## config.mk

```make
export PLATFORM = sky130hd
export DESIGN_NAME = fsk_baudot_bit_slicer
export DESIGN_NICKNAME = d
export VERILOG_FILES = /design/src/rtl/fbbs_pkg.sv /design/src/rtl/fbbs_level_cmp.sv /design/src/rtl/fbbs_out_buf.sv /design/src/rtl/fsk_baudot_bit_slicer.sv
export SDC_FILE = /design/constraint.sdc
export NUM_CORES = 1
export LEC_CHECK = 0
export CAP_MARGIN = 0
export CELL_PAD_IN_SITES_DETAIL_PLACEMENT = 2
export CELL_PAD_IN_SITES_GLOBAL_PLACEMENT = 2
export CORE_UTILIZATION = 42
export DETAILED_ROUTE_END_ITERATION = 6
export DONT_BUFFER_PORTS = 1
export GPL_TIMING_DRIVEN = 0
export PLACE_DENSITY = 0.91
export SYNTH_ARGS = -nofsm -noshare
export SYNTH_HDL_FRONTEND = slang
export SYNTH_SLANG_ARGS = --single-unit
```

## constraint.sdc

```tcl
create_clock -name clk -period 10.1 [get_ports clk]
set_input_delay 1.01 -clock clk [delete_from_list [all_inputs] [get_ports clk]]
set_output_delay 1.01 -clock clk [all_outputs]
set_load 0.005 [all_outputs]
```

## src/rtl/fbbs_pkg.sv

```systemverilog
// Shared types, constants and character table for the FSK Baudot bit slicer.
`default_nettype none

package fbbs_pkg;

  localparam int SAMPLE_W    = 32;
  localparam int THRESH_W    = 31;
  localparam int SPB_W       = 20;
  localparam int CODE_W      = 5;
  localparam int CHAR_W      = 8;
  localparam int BITS_W      = 3;
  localparam int CFG_IDX_W   = 1;
  localparam int CFG_DATA_W  = THRESH_W;
  localparam int OUT_TDATA_W = 24;

  localparam logic [BITS_W-1:0] BITS_PER_CHAR = 3'd5;
  localparam logic [SPB_W-1:0]  SPB_RESET     = 20'd28000;

  // Configuration register indexes.
  localparam logic [CFG_IDX_W-1:0] REG_THRESHOLD       = 1'd0;
  localparam logic [CFG_IDX_W-1:0] REG_SAMPLES_PER_BIT = 1'd1;

  // Primary ITA2-style letter table; the alternate table is this one read backward.
  localparam logic [CHAR_W-1:0] LETTER_TABLE [32] = '{
    8'h2E, 8'h45, 8'h0D, 8'h41, 8'h20, 8'h53, 8'h49, 8'h55,
    8'h0A, 8'h44, 8'h52, 8'h4A, 8'h4E, 8'h46, 8'h43, 8'h4B,
    8'h54, 8'h5A, 8'h4C, 8'h57, 8'h48, 8'h59, 8'h50, 8'h51,
    8'h4F, 8'h42, 8'h47, 8'h20, 8'h4D, 8'h58, 8'h56, 8'h3B
  };

  // Outcome of comparing one sample against the threshold band.
  typedef struct packed {
    logic mark;     // sample >= threshold
    logic space;    // sample < -threshold
    logic at_neg;   // sample == -threshold
    logic in_band;  // -threshold < sample < threshold
  } fbbs_level_t;

  typedef struct packed {
    logic [CHAR_W-1:0] alt_letter;
    logic [CHAR_W-1:0] letter;
    logic [CODE_W-1:0] char_code;
  } fbbs_result_t;

  typedef struct packed {
    logic holding;  // output register holds an item
    logic full;     // skid register holds an item too
  } fbbs_buf_status_t;

endpackage

`default_nettype wire

```

## src/rtl/fbbs_level_cmp.sv

```systemverilog
// Threshold band comparator for one discriminator sample.
`default_nettype none

module fbbs_level_cmp
  import fbbs_pkg::*;
(
  input  wire logic signed [SAMPLE_W-1:0] sample,
  input  wire logic        [THRESH_W-1:0] threshold,
  output fbbs_level_t                     level
);

  logic signed [SAMPLE_W:0] s_ext;
  logic signed [SAMPLE_W:0] thr_pos;
  logic signed [SAMPLE_W:0] thr_neg;

  always_comb begin
    s_ext   = (SAMPLE_W+1)'(sample);
    thr_pos = $signed({2'b00, threshold});
    thr_neg = -thr_pos;
    level.mark    = (s_ext >= thr_pos);
    level.space   = (s_ext < thr_neg);
    level.at_neg  = (s_ext == thr_neg);
    level.in_band = (s_ext > thr_neg) && (s_ext < thr_pos);
  end

endmodule

`default_nettype wire

```

## src/rtl/fbbs_out_buf.sv

```systemverilog
// Two-entry output buffer: result register plus skid register.
`default_nettype none

module fbbs_out_buf
  import fbbs_pkg::*;
(
  input  wire logic         clk,
  input  wire logic         rst,
  input  wire logic         push,
  input  fbbs_result_t      push_data,
  output logic              space,
  output logic              out_valid,
  input  wire logic         out_ready,
  output fbbs_result_t      out_data,
  output fbbs_buf_status_t  status
);

  logic         main_valid;
  logic         skid_valid;
  fbbs_result_t main;
  fbbs_result_t skid;
  logic         pop;

  assign pop       = main_valid && out_ready;
  assign space     = !skid_valid;
  assign out_valid = main_valid;
  assign out_data  = main;
  assign status    = '{holding: main_valid, full: skid_valid};

  always_ff @(posedge clk) begin
    if (rst) begin
      main_valid <= 1'b0;
      skid_valid <= 1'b0;
    end else if (pop) begin
      if (skid_valid) begin
        skid_valid <= 1'b0;
      end else begin
        main_valid <= push;
      end
    end else if (push) begin
      if (!main_valid) begin
        main_valid <= 1'b1;
      end else begin
        skid_valid <= 1'b1;
      end
    end
  end

  // Payload registers need no reset.
  always_ff @(posedge clk) begin
    if (pop) begin
      if (skid_valid) begin
        main <= skid;
      end else if (push) begin
        main <= push_data;
      end
    end else if (push) begin
      if (!main_valid) begin
        main <= push_data;
      end else begin
        skid <= push_data;
      end
    end
  end

endmodule

`default_nettype wire

```

## src/rtl/fsk_baudot_bit_slicer.sv

```systemverilog
// Top level of the FSK Baudot bit slicer: state update, configuration and output.
`default_nettype none

// The slave channel takes one discriminator sample per item (mark minus space
// energy, signed, same scale as the threshold). While idle, a sample whose
// magnitude reaches the threshold starts detection; a phase counter then makes
// one bit decision per bit period, at its middle. Five bits make a character,
// first bit in the LSB, and the master channel then carries the code and its
// primary and reversed-table letters. A decision inside the threshold band
// drops detection and discards the partial character.
//
// The state update is a single compare-and-count step, so a sample is accepted
// on every cycle while the output buffer has room. A result is written into the
// output buffer's result or skid register when its last sample is accepted.
// Results pass through a result register backed by a skid register; s_tready
// falls only while both hold items, that is, after the receiver has stalled
// with two characters pending. Samples that produce no result are never lost.
// Reset (rst, synchronous) clears detection, the phase counter, the partial
// character and both buffer entries, and sets threshold to 0 and
// samples_per_bit to 28000. Configuration writes take effect at once and are
// meant for idle periods only.
module fsk_baudot_bit_slicer
  import fbbs_pkg::*;
(
  input  wire logic                   clk,
  input  wire logic                   rst,
  // Configuration write port.
  input  wire logic                   cfg_we,
  input  wire logic [CFG_IDX_W-1:0]   cfg_index,
  input  wire logic [CFG_DATA_W-1:0]  cfg_data,
  // Sample channel. s_tdata: sample[31:0].
  input  wire logic                   s_tvalid,
  output logic                        s_tready,
  input  wire logic [SAMPLE_W-1:0]    s_tdata,
  // Result channel. m_tdata: char_code[4:0], letter[12:5], alt_letter[20:13], zero pad.
  output logic                        m_tvalid,
  input  wire logic                   m_tready,
  output logic [OUT_TDATA_W-1:0]      m_tdata
);

  logic [THRESH_W-1:0] threshold;
  logic [SPB_W-1:0]    samples_per_bit;

  logic                detecting;
  logic [SPB_W-1:0]    phase_count;
  logic [CODE_W-1:0]   code_bits;
  logic [BITS_W-1:0]   bits_taken;

  logic                detecting_next;
  logic [SPB_W-1:0]    phase_count_next;
  logic [CODE_W-1:0]   code_bits_next;
  logic [BITS_W-1:0]   bits_taken_next;

  logic                accept;
  logic                decide;
  logic [CODE_W-1:0]   code_acc;
  logic [BITS_W-1:0]   taken_acc;
  logic [SPB_W-1:0]    phase_base;
  logic                emit;
  fbbs_level_t         level;
  fbbs_result_t        result;
  fbbs_result_t        out_data;
  fbbs_buf_status_t    buf_status;

  // Configuration registers.
  always_ff @(posedge clk) begin
    if (rst) begin
      threshold       <= '0;
      samples_per_bit <= SPB_RESET;
    end else if (cfg_we) begin
      unique case (cfg_index)
        REG_THRESHOLD:       threshold       <= cfg_data[THRESH_W-1:0];
        REG_SAMPLES_PER_BIT: samples_per_bit <= cfg_data[SPB_W-1:0];
        default: ;
      endcase
    end
  end

  fbbs_level_cmp u_level (
    .sample    ($signed(s_tdata)),
    .threshold (threshold),
    .level     (level)
  );

  assign accept = s_tvalid && s_tready;

  // One step of the slicer for the sample at the input.
  always_comb begin
    detecting_next   = detecting;
    phase_count_next = phase_count;
    code_bits_next   = code_bits;
    bits_taken_next  = bits_taken;
    code_acc         = code_bits;
    taken_acc        = bits_taken;
    phase_base       = phase_count;
    emit             = 1'b0;
    decide           = detecting && (phase_count == {1'b0, samples_per_bit[SPB_W-1:1]});

    if (!detecting) begin
      // Start of detection: the starting sample gives no bit.
      if (level.mark || level.space || level.at_neg) begin
        detecting_next   = 1'b1;
        phase_count_next = SPB_W'(1);
      end
    end else if (decide && level.in_band) begin
      // Weak decision: lose lock and throw the partial character away.
      detecting_next   = 1'b0;
      phase_count_next = '0;
      code_bits_next   = '0;
      bits_taken_next  = '0;
    end else begin
      // A sample exactly at minus threshold takes no bit and keeps running.
      if (decide && level.mark) begin
        code_acc  = code_bits | (CODE_W'(1) << bits_taken);
        taken_acc = bits_taken + BITS_W'(1);
      end else if (decide && level.space) begin
        taken_acc = bits_taken + BITS_W'(1);
      end
      // Wrap at the end of the period, also when the period was shortened.
      if (phase_count >= samples_per_bit) begin
        phase_base = '0;
      end
      phase_count_next = phase_base + SPB_W'(1);
      if (taken_acc >= BITS_PER_CHAR) begin
        emit            = 1'b1;
        code_bits_next  = '0;
        bits_taken_next = '0;
      end else begin
        code_bits_next  = code_acc;
        bits_taken_next = taken_acc;
      end
    end
  end

  always_comb begin
    result.char_code  = code_acc;
    result.letter     = LETTER_TABLE[code_acc];
    result.alt_letter = LETTER_TABLE[~code_acc];
  end

  always_ff @(posedge clk) begin
    if (rst) begin
      detecting   <= 1'b0;
      phase_count <= '0;
      code_bits   <= '0;
      bits_taken  <= '0;
    end else if (accept) begin
      detecting   <= detecting_next;
      phase_count <= phase_count_next;
      code_bits   <= code_bits_next;
      bits_taken  <= bits_taken_next;
    end
  end

  fbbs_out_buf u_out_buf (
    .clk       (clk),
    .rst       (rst),
    .push      (accept && emit),
    .push_data (result),
    .space     (s_tready),
    .out_valid (m_tvalid),
    .out_ready (m_tready),
    .out_data  (out_data),
    .status    (buf_status)
  );

  assign m_tdata = {3'b000, out_data};

  // The skid register is only used while the result register is occupied.
  a_skid_behind_main: assert property (@(posedge clk) disable iff (rst)
    buf_status.full |-> buf_status.holding)
    else $error("skid register holds an item while the result register is empty");

  // A character is only ever produced while detection is running.
  a_emit_needs_lock: assert property (@(posedge clk) disable iff (rst)
    (accept && emit) |-> detecting)
    else $error("character emitted while not detecting");

  // When idle there is no partial character and no phase.
  a_idle_clean: assert property (@(posedge clk) disable iff (rst)
    !detecting |-> (code_bits == '0 && bits_taken == '0 && phase_count == '0))
    else $error("idle slicer holds stale character or phase");

  // A partial character never reaches the full length between items.
  a_bits_bounded: assert property (@(posedge clk) disable iff (rst)
    bits_taken < BITS_PER_CHAR)
    else $error("partial character count out of range");

  // After a completed character is accepted, the result side presents a valid item in the next cycle.
  a_emit_visible: assert property (@(posedge clk) disable iff (rst)
    (accept && emit) |=> m_tvalid)
    else $error("completed character not presented");

endmodule

`default_nettype wire
```

After elaboration in Yosys (flattened, before gate mapping)
Memories as Yosys holds them, arrays and structs flattened.
Cells that the tools add are included.
- latch bits: 0
- memory bits (read-only): 512
- memories: 2
- RAM bits: 0
- output and inout port bits: 26
- register bits: 124
- memories (name ; depth ; bits a word ; rd ports ; clocked after memory_dff ; write ports ; RTL line ; RTL):
    (name not given) ; 32 ; 8 ; 1 ; 0 ; 0 ; fsk_baudot_bit_slicer.sv:138 ; result.alt_letter = LETTER_TABLE[~code_acc];
    (name not given) ; 32 ; 8 ; 1 ; 0 ; 0 ; fsk_baudot_bit_slicer.sv:137 ; result.letter = LETTER_TABLE[code_acc];
- div/mod/pow operators: 0
- reduce and logical (&&, ||, !) cells: 23
- magnitude comparators: 8
- multipliers: 0
- eq/ne operators: 4
- mux-type cells: 35
- bitwise operators: 6
- shift operators: 1
- add/sub/neg operators: 3
- operators with widths (operator ; count):
    $mux W20 ; 6
    $mux W21 ; 5
    $eq A32 B33 Y1 ; 1
    $gt A32 B33 Y1 ; 1
    $lt A32 B33 Y1 ; 1
    $neg A31 Y33 ; 1
    $ge A32 B32 Y1 ; 1
    $lt A32 B32 Y1 ; 1
    $mux W8 ; 4
    $mux W5 ; 5
    $add A20 B1 Y20 const B ; 1
    $eq A20 B19 Y1 ; 1
    $ge A20 B20 Y1 ; 1
    $mux W3 ; 6
    $ge A6 B6 Y1 const B ; 2
    $not A5 Y6 ; 2
    $reduce_and A2 Y1 ; 6
    $mux W1 ; 9
    $logic_and A1 B1 Y1 ; 8
    $reduce_and A3 Y1 ; 2
    $reduce_bool A2 Y1 ; 3
    $not A5 Y5 ; 1
    $or A5 B5 Y5 ; 1
    $shl A1 B3 Y5 const A ; 1
    7 further kinds ; 10

Depth between registers and ports, before layout
- depth after elaboration: 15
- mapped depth: 23

Cells and area by module
From an unflattened synthesis, not the netlist that was laid out.
- cell total of the unflattened synthesis: 1015
- area, all modules: 8685.8 um2
- by module, submodules not included (module ; cells each ; area an instance (um2) ; instances ; sequential area each (um2)):
    fsk_baudot_bit_slicer ; 657 ; 4932.2 ; 1 ; 1601.5
    fbbs_level_cmp ; 278 ; 2042.0 ; 1 ; 0.0
    fbbs_out_buf ; 80 ; 1711.6 ; 1 ; 1301.2

Worst setup path after synthesis
OpenSTA, ideal clock, no wires.
- kind: flip-flop to flip-flop
- start point: register threshold[7]
- end point: register u_out_buf.skid[0] (netlist bit), enable pin
- stages on the path, launching flop included: 20
- arrival time: 4.941 ns
- path slack: 4.743 ns
- setup time: 0.416 ns
- buffers on the path: 1
- period minus slack after synthesis: 5.357 ns
- path through: dfxtp_1 -> inv_1 -> nand4_1 -> nor4_1 -> nand3_1 -> or2_2 -> nand2b_1 -> nor3_1 -> xnor2_1 -> ha_1 -> and4_1 -> nor4b_1 -> and3_1 -> o311a_1 -> o41ai_2 -> or3_1 -> buf_6 -> nor2b_1 -> nand2b_1 -> nor3_1
- cells in the longest elaborated chain, start to end: 13
- elaborated cells between the ends (all ways): 19
- classes of those cells: add/sub: 1; order compare: 5; mux: 7; reduce/logical: 6
- ends and longest elaborated chain (element ; RTL line ; RTL):
    start, declared ; fsk_baudot_bit_slicer.sv:41 ; logic [THRESH_W-1:0] threshold;
    start signal, assigned ; fsk_baudot_bit_slicer.sv:72 ; REG_THRESHOLD: threshold <= cfg_data[THRESH_W-1:0];
    $neg A31 Y33 ; fbbs_level_cmp.sv:19 ; thr_neg = -thr_pos;
    $lt A32 B33 Y1 ; fbbs_level_cmp.sv:21 ; level.space = (s_ext < thr_neg);
    $logic_and A1 B1 Y1 ; fsk_baudot_bit_slicer.sv:116 ; end else if (decide && level.space) begin
    $mux W3 ; fsk_baudot_bit_slicer.sv:116 ;
    $mux W3 ; fsk_baudot_bit_slicer.sv:113 ; if (decide && level.mark) begin
    $mux W3 ; fsk_baudot_bit_slicer.sv:105 ; end else if (decide && level.in_band) begin
    $mux W3 ; fsk_baudot_bit_slicer.sv:99 ; if (!detecting) begin
    $ge A3 B3 Y1 ; fsk_baudot_bit_slicer.sv:124 ; if (taken_acc >= BITS_PER_CHAR) begin
    $mux W1 ; fsk_baudot_bit_slicer.sv:124 ;
    $mux W1 * ; fsk_baudot_bit_slicer.sv:105 ;
    $mux W1 * ; fsk_baudot_bit_slicer.sv:99 ;
    $logic_and A1 B1 Y1 * ; fsk_baudot_bit_slicer.sv:158 ; .push (accept && emit),
    $reduce_and A3 Y1 (no source line) * ; -- ;
    end signal, assigned ; fbbs_out_buf.sv:61 ; skid <= push_data;
    end, declared ; fbbs_out_buf.sv:21 ; fbbs_result_t skid;
Mark *: on every way between the ends. The rest lies on a longest branch, timed or not. The select of a mux whose other input is x is not followed.
A chain may end at the register's enable or synchronous reset.

==> impl_results.md <==
* Synth Register Bits at 118
* Fill cells at 2200
* Clk_lat worst skew at 0.44 ns
* WHS Path Cells at 2
* Share of cells above drive strength 1 at 0.08412
* Total global routing overflow at 0
* Placed Instance Area at 0.008797 mm2
* IO Pins at 95
* Largest net degree at the start of global routing at 19
* Cell Count, Final, Fillers Out at 1323
* Max-slew headroom at 0.1264
* Critical Path Start Type: flop
* Hold crit path type: reg2reg
* Hold WS at 0.5148 ns
* Die Width at 143.7 um
* Worst reg2reg path depth at 23
* CP max stage delay at 0.62 ns
* Period utilization at 0.7590
* Nets at 1212
* Worst min-delay path startpoint: threshold[30]
* Crit path max-delay family: simple AND/OR/NAND/NOR gates
* Cell Rows at 51
* Post-Route WL at 38.16 mm
* Reg-to-reg slack, setup at 2.43 ns
* Root buffer cell: clkbuf_16
* Clock transition at path regs at 0.06 ns
* Cells after Synth at 1021
* P_leak at 0.003732 uW
* Synth cell types at 78
* CTS Buf Count at 17
* CTS sink cnt at 118
* Layout area overhead at 11.76%
* Status: complete, no violations
* H-tree level count at 4
* Worst Tran Pin Value at 1.290 ns
* CTS tree: yes
* Critical Path Sink Type: flop
* Critical path cell sequence: inv_1 > nand4_1 > nor4_1 > nand3_1 > or2_2 > nand2b_1 > nor4_1 > xnor2_1 > ha_1 > nand4_1 > nor4b_1 > and3_1 > o311a_1 > o41ai_2 > or3_1 > buf_6 > a31oi_2 > inv_1 > ha_1 > nor2_1 > nor2_1 > or3_1 > a21boi_1
* Die area at 0.02064 mm2
* Initial core utilization at 0.4302
* Async SR Flop Fraction at 0
* Vias in the first global route at 9526
* Max VDD drop at 0.0001259 V
* Vias per inst at 6.462
* Final WS setup at 2.434 ns
* Buffers & Inverters on Critical Path at 3
* RSZ-0062 raised after global routing: false
* Setup WS pre-CTS at 3.143 ns
* Max-cap violations at 0
* Resize count post-CTS at 0
* GP Congestion at 0.9751
* Worst Path Max Fanout at 11
* Data required time of the critical path at 10.27 ns
* Maximum clock path buffer count at 2
* WL/cell at 28.84 um
* DRT antenna net count at 0
* FF-to-FF End: u_out_buf.skid[7]
* Initial antenna violation count at 1
* Core area at 0.01959 mm2
* Total Neg Setup Slack at 0 ns
* Worst Hold End: threshold[30]
* PortBufs at 0
* Placed cell count at 1291
* Max Fclk at 130.5 MHz
* HPWL Detailed at 24.67 mm
* Number of remaining DRC errors at 0
* Slowest cell on the critical path: a31oi_2
* Final hold violations at 0
* Total Routing Usage GR at 0.3834
* # setup viols final at 0
* Syn Area/Cell at 8.255 um2
* WP data arrival at 7.83 ns
* Pwr/cell area at 150.2 mW/mm2
* Yosys warns at 0
* Syn Std Cell Area at 0.008428 mm2
* Kind of critical path: reg2reg
* Post-CTS Setup Inserts at 0
* Vias at 8549
* Antenna Cells at 0
* First-pass GRT wire length at 58.46 mm
* Post-synth EDFFs at 36
* DR pass1 iterations at 5
* Iteration-0 DRC Markers at 492
* Tmin final at 7.666 ns
* Reg-to-reg startpoint: threshold[9]
* Chip height at 143.7 um
* Post-CTS Hold Buffers at 0
* Setup Skew at 0.007922 ns
* Final Cell Area at 0.009419 mm2
* Slew Limit Fails at 0
* Sequential area share after synthesis at 0.3230
* Main synth FF type: dfxtp_1
## registers in the layout, summed over array words and instances, names as in the netlist
signal and cells:
u_out_buf.skid 18, u_out_buf.out_data 18, threshold 31, bits_taken 3, phase_count 20, u_out_buf.out_valid 1
samples_per_bit 20, u_out_buf.skid_valid 1, detecting 1, code_bits 5
## how the worst max path moves through the flow
stage                      start               endpoint  slack [ns]  cells past startpoint
global placement    threshold[7]      u_out_buf.skid[9]        2.88                     18
detailed placement  threshold[7]  u_out_buf.out_data[8]        3.14                     22
CTS                 threshold[9]      u_out_buf.skid[7]        2.67                     23
finish              threshold[9]      u_out_buf.skid[7]        2.43                     23
floorplan           threshold[7]      u_out_buf.skid[0]        4.74                     19
global route        threshold[9]  u_out_buf.out_data[8]        2.21                     22
## layout make-up
| class | count | area [um2] | share of cell area |
|---|---|---|---|
| sequential | 118 | 2723 | 0.2891 |
| clock buffer | 17 | 425.4 | 0.04516 |
| tap | 265 | 331.6 | 0.03520 |
| inverter | 75 | 281.5 | 0.02989 |
| clock inverter | 15 | 196.4 | 0.02086 |
| timing repair buffer | 1 | 11.26 | 0.001196 |
| buffer | 46 | 247.7 | 0.02630 |
| multi-input combinational | 786 | 5202 | 0.5523 |
## cell usage in the layout (no fill, tap or decap), drive strengths merged, types with 4 or more instances in the layout
cell type and count:
o31ai 6, edfxtp 36, nor4 17, o21a 4, a221oi 4, a21oi 98, and3 10, buf 23
a211oi 15, o21ai 21, a31o 11, nor3 27, a31oi 12, and2 6, inv 80, a41oi 5
a21o 15, mux2i 5, dfxtp 82, nand2b 8, or2 6, a21boi 4, nand2 165, xor2 14
clkinv 6, conb 5, or3 10, nand3 24, a311oi 4, ha 98, nand3b 8, nor2 66
nand4 22, a22o 5, clkbuf 41, a22oi 9, xnor2 33, nor2b 8
## logic make-up after synthesis
kind of cell    count (synthesis)  synth area share
compound gates                244            0.1969
xor+xnor                       47           0.04884
buf+inv                       121           0.06280
mux                             8          0.009947
other cells                     1         0.0004449
flops                         118            0.3230
simple gates                  384            0.2126
fa+ha+maj                      98            0.1455
## Yosys cell counts (10+ instances only)
cell,n,area [um2]
nand4_1,22,137.6
nor4_1,17,106.4
a31o_2,10,87.58
nor2_1,65,244.0
xnor2_1,33,289.0
dfxtp_1,82,1642
xor2_1,14,122.6
or3_1,10,62.56
and3_1,10,62.56
a211oi_1,14,105.1
nor3_1,27,135.1
inv_1,72,270.3
edfxtp_1,36,1081
nand2_1,165,619.3
clkbuf_1,24,90.09
ha_1,98,1226
a21oi_1,98,490.5
nand3_1,24,120.1
a21o_1,15,112.6
o21ai_0,19,95.09
## tightest hold or removal path, cell delays in order, from the launching register on
cell and delay (ns):
dfxtp_1 0.34, nand2_1 0.06, a21oi_1 0.06
## layer usage
metal / vias up / track usage / part of all wire
li1: 3699 / - / -
met1: 4311 / 0.4404 / 0.39
met2: 380 / 0.6627 / 0.49
met3: 157 / 0.08231 / 0.059
met4: 2 / 0.2077 / 0.053
met5: - / 0 / 0.00055
## stage by stage
stage / total power [uW] / utilization
2_1_floorplan: 667.3 / -
3_3_place_gp: 711.0 / 0.4479
5_1_grt: 1453 / 0.4808
6_report: 1414 / 0.4808
4_1_cts: 1412 / 0.4808
3_5_place_dp: 732.1 / 0.4491
## report_power, final
part           total, uW  switching (uW)  internal, uW  leakage (uW)
registers            513            17.1           496      0.000987
logic                234             147          87.4       0.00244
clock network        667             272           395      0.000301
Note: power is estimated with default switching activity, not from simulation.
